$ cat src/design/wblur_pkg.sv
package wblur_pkg;

    localparam int MAX_WIDTH_DEF = 2048;
    localparam int PIX_W         = 24;
    localparam int SUM_W         = 14;
    localparam int CW_W          = 6;
    localparam int DIV_W         = 7;

    localparam logic [1:0] REG_BLUR   = 2'd0;
    localparam logic [1:0] REG_WIDTH  = 2'd1;
    localparam logic [1:0] REG_HEIGHT = 2'd2;

    typedef enum logic [1:0] {
        ST_IDLE,
        ST_READ,
        ST_DIV,
        ST_OUT
    } state_t;

    typedef struct packed {
        logic take;
        logic start_div;
        logic div_step;
        logic emit;
    } cmd_t;

    typedef struct packed {
        logic interior;
        logic div_last;
    } sts_t;

endpackage

$ cat src/design/wblur_ctrl.sv
module wblur_ctrl
(
    input  logic              clk,
    input  logic              rst_n,
    input  logic              in_valid,
    output logic              in_stall,
    output logic              out_valid,
    input  logic              out_stall,
    input  wblur_pkg::sts_t   sts,
    output wblur_pkg::cmd_t   cmd
);

    wblur_pkg::state_t state_reg;
    wblur_pkg::state_t state_next;

    always_ff @(posedge clk or negedge rst_n)
    begin
        if (!rst_n)
        begin
            state_reg <= wblur_pkg::ST_IDLE;
        end
        else
        begin
            state_reg <= state_next;
        end
    end

    always_comb
    begin
        state_next    = state_reg;
        cmd           = '0;
        in_stall      = 1'b1;
        out_valid     = 1'b0;
        unique case (state_reg)
            wblur_pkg::ST_IDLE:
            begin
                in_stall = 1'b0;
                if (in_valid)
                begin
                    cmd.take   = 1'b1;
                    state_next = wblur_pkg::ST_READ;
                end
            end
            wblur_pkg::ST_READ:
            begin
                // line store data now registered; decide on a result
                if (sts.interior)
                begin
                    cmd.start_div = 1'b1;
                    state_next    = wblur_pkg::ST_DIV;
                end
                else
                begin
                    state_next = wblur_pkg::ST_IDLE;
                end
            end
            wblur_pkg::ST_DIV:
            begin
                cmd.div_step = 1'b1;
                if (sts.div_last)
                begin
                    state_next = wblur_pkg::ST_OUT;
                end
            end
            wblur_pkg::ST_OUT:
            begin
                out_valid = 1'b1;
                if (!out_stall)
                begin
                    cmd.emit   = 1'b1;
                    state_next = wblur_pkg::ST_IDLE;
                end
            end
            default:
            begin
                state_next = wblur_pkg::ST_IDLE;
            end
        endcase
    end

endmodule

$ cat config.mk
export PLATFORM = sky130hd
export DESIGN_NAME = wblur_ctrl
export DESIGN_NICKNAME = d
export VERILOG_FILES = /design/src/design/wblur_pkg.sv /design/src/design/wblur_ctrl.sv
export SDC_FILE = /design/constraint.sdc
export NUM_CORES = 1
export LEC_CHECK = 0
export BUFFER_PORTS_ARGS = -buffer_cell sky130_fd_sc_hd__buf_4
export CAP_MARGIN = 5
export CORE_AREA = 2 2 39 41
export CTS_BUF_LIST = sky130_fd_sc_hd__clkbuf_8
export CTS_CLUSTER_DIAMETER = 60
export DETAILED_ROUTE_END_ITERATION = 10
export DIE_AREA = 0 0 41 43
export GPL_TIMING_DRIVEN = 0
export REMOVE_ABC_BUFFERS = 1
export SLEW_MARGIN = 20
export SYNTH_ARGS = -nofsm -noshare
export SYNTH_HDL_FRONTEND = slang
export SYNTH_SLANG_ARGS = --single-unit
$ cat constraint.sdc
create_clock -name clk -period 1.4 [get_ports clk]
set_input_delay 0 -clock clk [delete_from_list [all_inputs] [get_ports clk]]
set_output_delay 0 -clock clk [all_outputs]
set_load 0.005 [all_outputs]
==> results_dict.tcl <==
set metrics [dict create \
    antenna_found_initial 0 \
    rsz0062_at_grt "no" \
    rr_worst_depth 2 \
    fin_crit_sh 0.8069 \
    stdcell_count 44 \
    cp_slowest_cell "dfrtp_1" \
    gr-total-overflow 0 \
    final_common_cell "buf_4" \
    synth_area_sq_um 128.9 \
    p_int_w 0.0004318 \
    clk_pin_slew_ns 0.03 \
    postCtsHoldBufs 1 \
    relSlewSlack 0.7986 \
    drt_wl_total_microns 328 \
    p_seq_frac 0.230 \
    drt_iter0_markers 0 \
    setup_ws_ns 0.2704 \
    place_inst 40 \
    viasPerCell 3.227 \
    dpl_cell_area_sq_um 231.5 \
    tightest_slew_ns 0.3015 \
    grt_usage 0.05205 \
    r2r_setup_slack_ns 0.35 \
    path_cells "nor3b_1 -> buf_4" \
    initial_core_util 0.09313 \
    leakage_nw 0.1450 \
    cpPeakStageDelay_ns 0.44 \
    combPwrFrac 0.390 \
    clock_path_buffers 2 \
    place_congestion 0.5148 \
    synthCells 13 \
    ys_types 11 \
    fin_skew_ns 0.001425 \
    clkLatencyLatePin_ns 0.21 \
    crit_arrival_ns 1.13 \
    synth-seq-cells 2 \
    final_cell_area_sq_um 282.8 \
    grt_start_max_net_pins 9 \
    fillers 152 \
    io_pins 12 \
    critPathLaunchType "flip-flop" \
    pre_cts_slack_ns 0.3411 \
    path_max_fanout 8 \
    status "complete, no violations" \
    postSynthAreaPerCell_sq_um 9.913 \
    hold_start "sts[1]" \
    grt_pass1_wl_microns 552 \
    setup_violations 0 \
    p_switching_w 0.0001610 \
    wire_per_inst_microns 7.455 \
    cts_root_buffer "clkbuf_8" \
    hold_viol 0 \
    grt_pass1_vias 144 \
    final_max_slew_viol_count 0 \
    yosysWarnings 0 \
    drc 0 \
    dr_total_vias 142 \
    power-per-cell-area_nw_per_um2 2096 \
    r2r-start "state_reg[0]" \
    cts_buffers 3 \
    reg2reg_to "state_reg[0]" \
    layout_common_cells "buf_4, clkbuf_8, nor2_1, dfrtp_1" \
    critPathRequiredTime_ns 1.40 \
    rows 14 \
    worstSetupPathType "flip-flop to output pin" \
    sw_frac_of_total 0.2716 \
    insertedDiodeCount 0 \
    p_clk_frac 0.380 \
    nNetsFinal 36 \
    die_h_microns 43 \
    min_path_cells 3 \
    core-area_sq_um 1384 \
    route.antenna.remaining_nets 0 \
    end_kind "output pin" \
    timing.max_cap.violations 0 \
    cts_setup_buffers 0 \
    fin_crit_ns 1.130 \
    hp-class "input port to flip-flop" \
    die_w_microns 41 \
    die-area_sq_um 1763 \
    ir_drop_mv 0.4339 \
    first_pass_iters 1 \
    htreeDepth 1 \
    max_freq_mhz 885.3 \
    synthToLayoutAreaGrowth_pct 119.4 \
    seq_area_frac_synth 0.3883 \
    cts_sinks 2 \
    fin_setup_tns_ns 0 \
    cts_tree "yes" \
    drive_gt1_frac 0.6786 \
    critPathLaunch "state_reg[0]" \
    port_buffers 11 \
    postCtsResizedCells 0 \
]
==> layer usage <==
layer  vias to the layer above  part of all wire  track usage
met5                         -                 0            0
met4                         0                 0      0.08000
met3                         0              0.15      0.02094
met2                        10              0.39      0.05938
met1                        58              0.46      0.05414
li1                         74                 -            -
==> power by group through the flow <==
stage / Combinational (W) / Sequential, W / Clock [W]
2_1_floorplan: 0.000117 / 0.000127 / 0
3_3_place_gp: 0.000232 / 0.000136 / 0
3_5_place_dp: 0.000233 / 0.000139 / 0
4_1_cts: 0.000235 / 0.000138 / 0.000235
5_1_grt: 0.000264 / 0.000145 / 0.000237
6_report: 0.000231 / 0.000137 / 0.000225
==> worst max-delay path: cells and delay by family, from the launching register on <==
kind	cells	cell delay [ns]
and+or+nand+nor	1	0.31
DFF	1	0.44
buffers and inverters	1	0.17
==> worst max-delay path by stage <==
stage	end	slack, ns	cells past startpoint
2_1_floorplan	state_reg[0]	0.40	2
5_1_grt	cmd[3]	0.16	2
3_3_place_gp	state_reg[0]	0.36	2
6_report	cmd[3]	0.27	2
3_5_place_dp	state_reg[0]	0.34	2
4_1_cts	cmd[3]	0.26	2
==> synthesized netlist by cell type <==
master   instances  area [sq um]
a21o_1           1         7.510
a21oi_1          1         5.000
and2_2           1         7.510
and2b_2          1         8.760
and3b_2          1         10.01
dfrtp_1          2         50.05
mux2_4           1         15.01
nand2_1          1         3.750
nor2_1           2         7.510
nor3b_1          1         7.510
or2_2            1         6.260
==> layout make-up <==
cell class | count | area (sq um) | share of cell area
Timing Repair Buffer | 12 | 92.59 | 0.3274
Sequential cell | 2 | 50.05 | 0.1770
Clock buffer | 3 | 41.29 | 0.1460
Multi-Input combinational cell | 11 | 78.83 | 0.2788
Tap cell | 16 | 20.02 | 0.07080
==> per-stage QoR <==
step / power (W) / hold slack (ns) / utilization
after global placement: 0.0003682 / -0.2169 / 0.1673
after CTS: 0.0006082 / 0.04506 / 0.2043
after global routing: 0.0006458 / 0.07148 / 0.2043
after detailed placement: 0.0003713 / -0.2160 / 0.1673
after floorplan: 0.0002434 / -0.2956 / -
final: 0.0005928 / 0.04632 / 0.2043
==> logic make-up after synthesis <==
| group | Yosys count | share of synthesized area |
|---|---|---|
| compound gates | 2 | 0.09707 |
| mux | 1 | 0.1165 |
| flops | 2 | 0.3884 |
| simple gates | 8 | 0.3981 |
(Power assumes the default switching activity.)
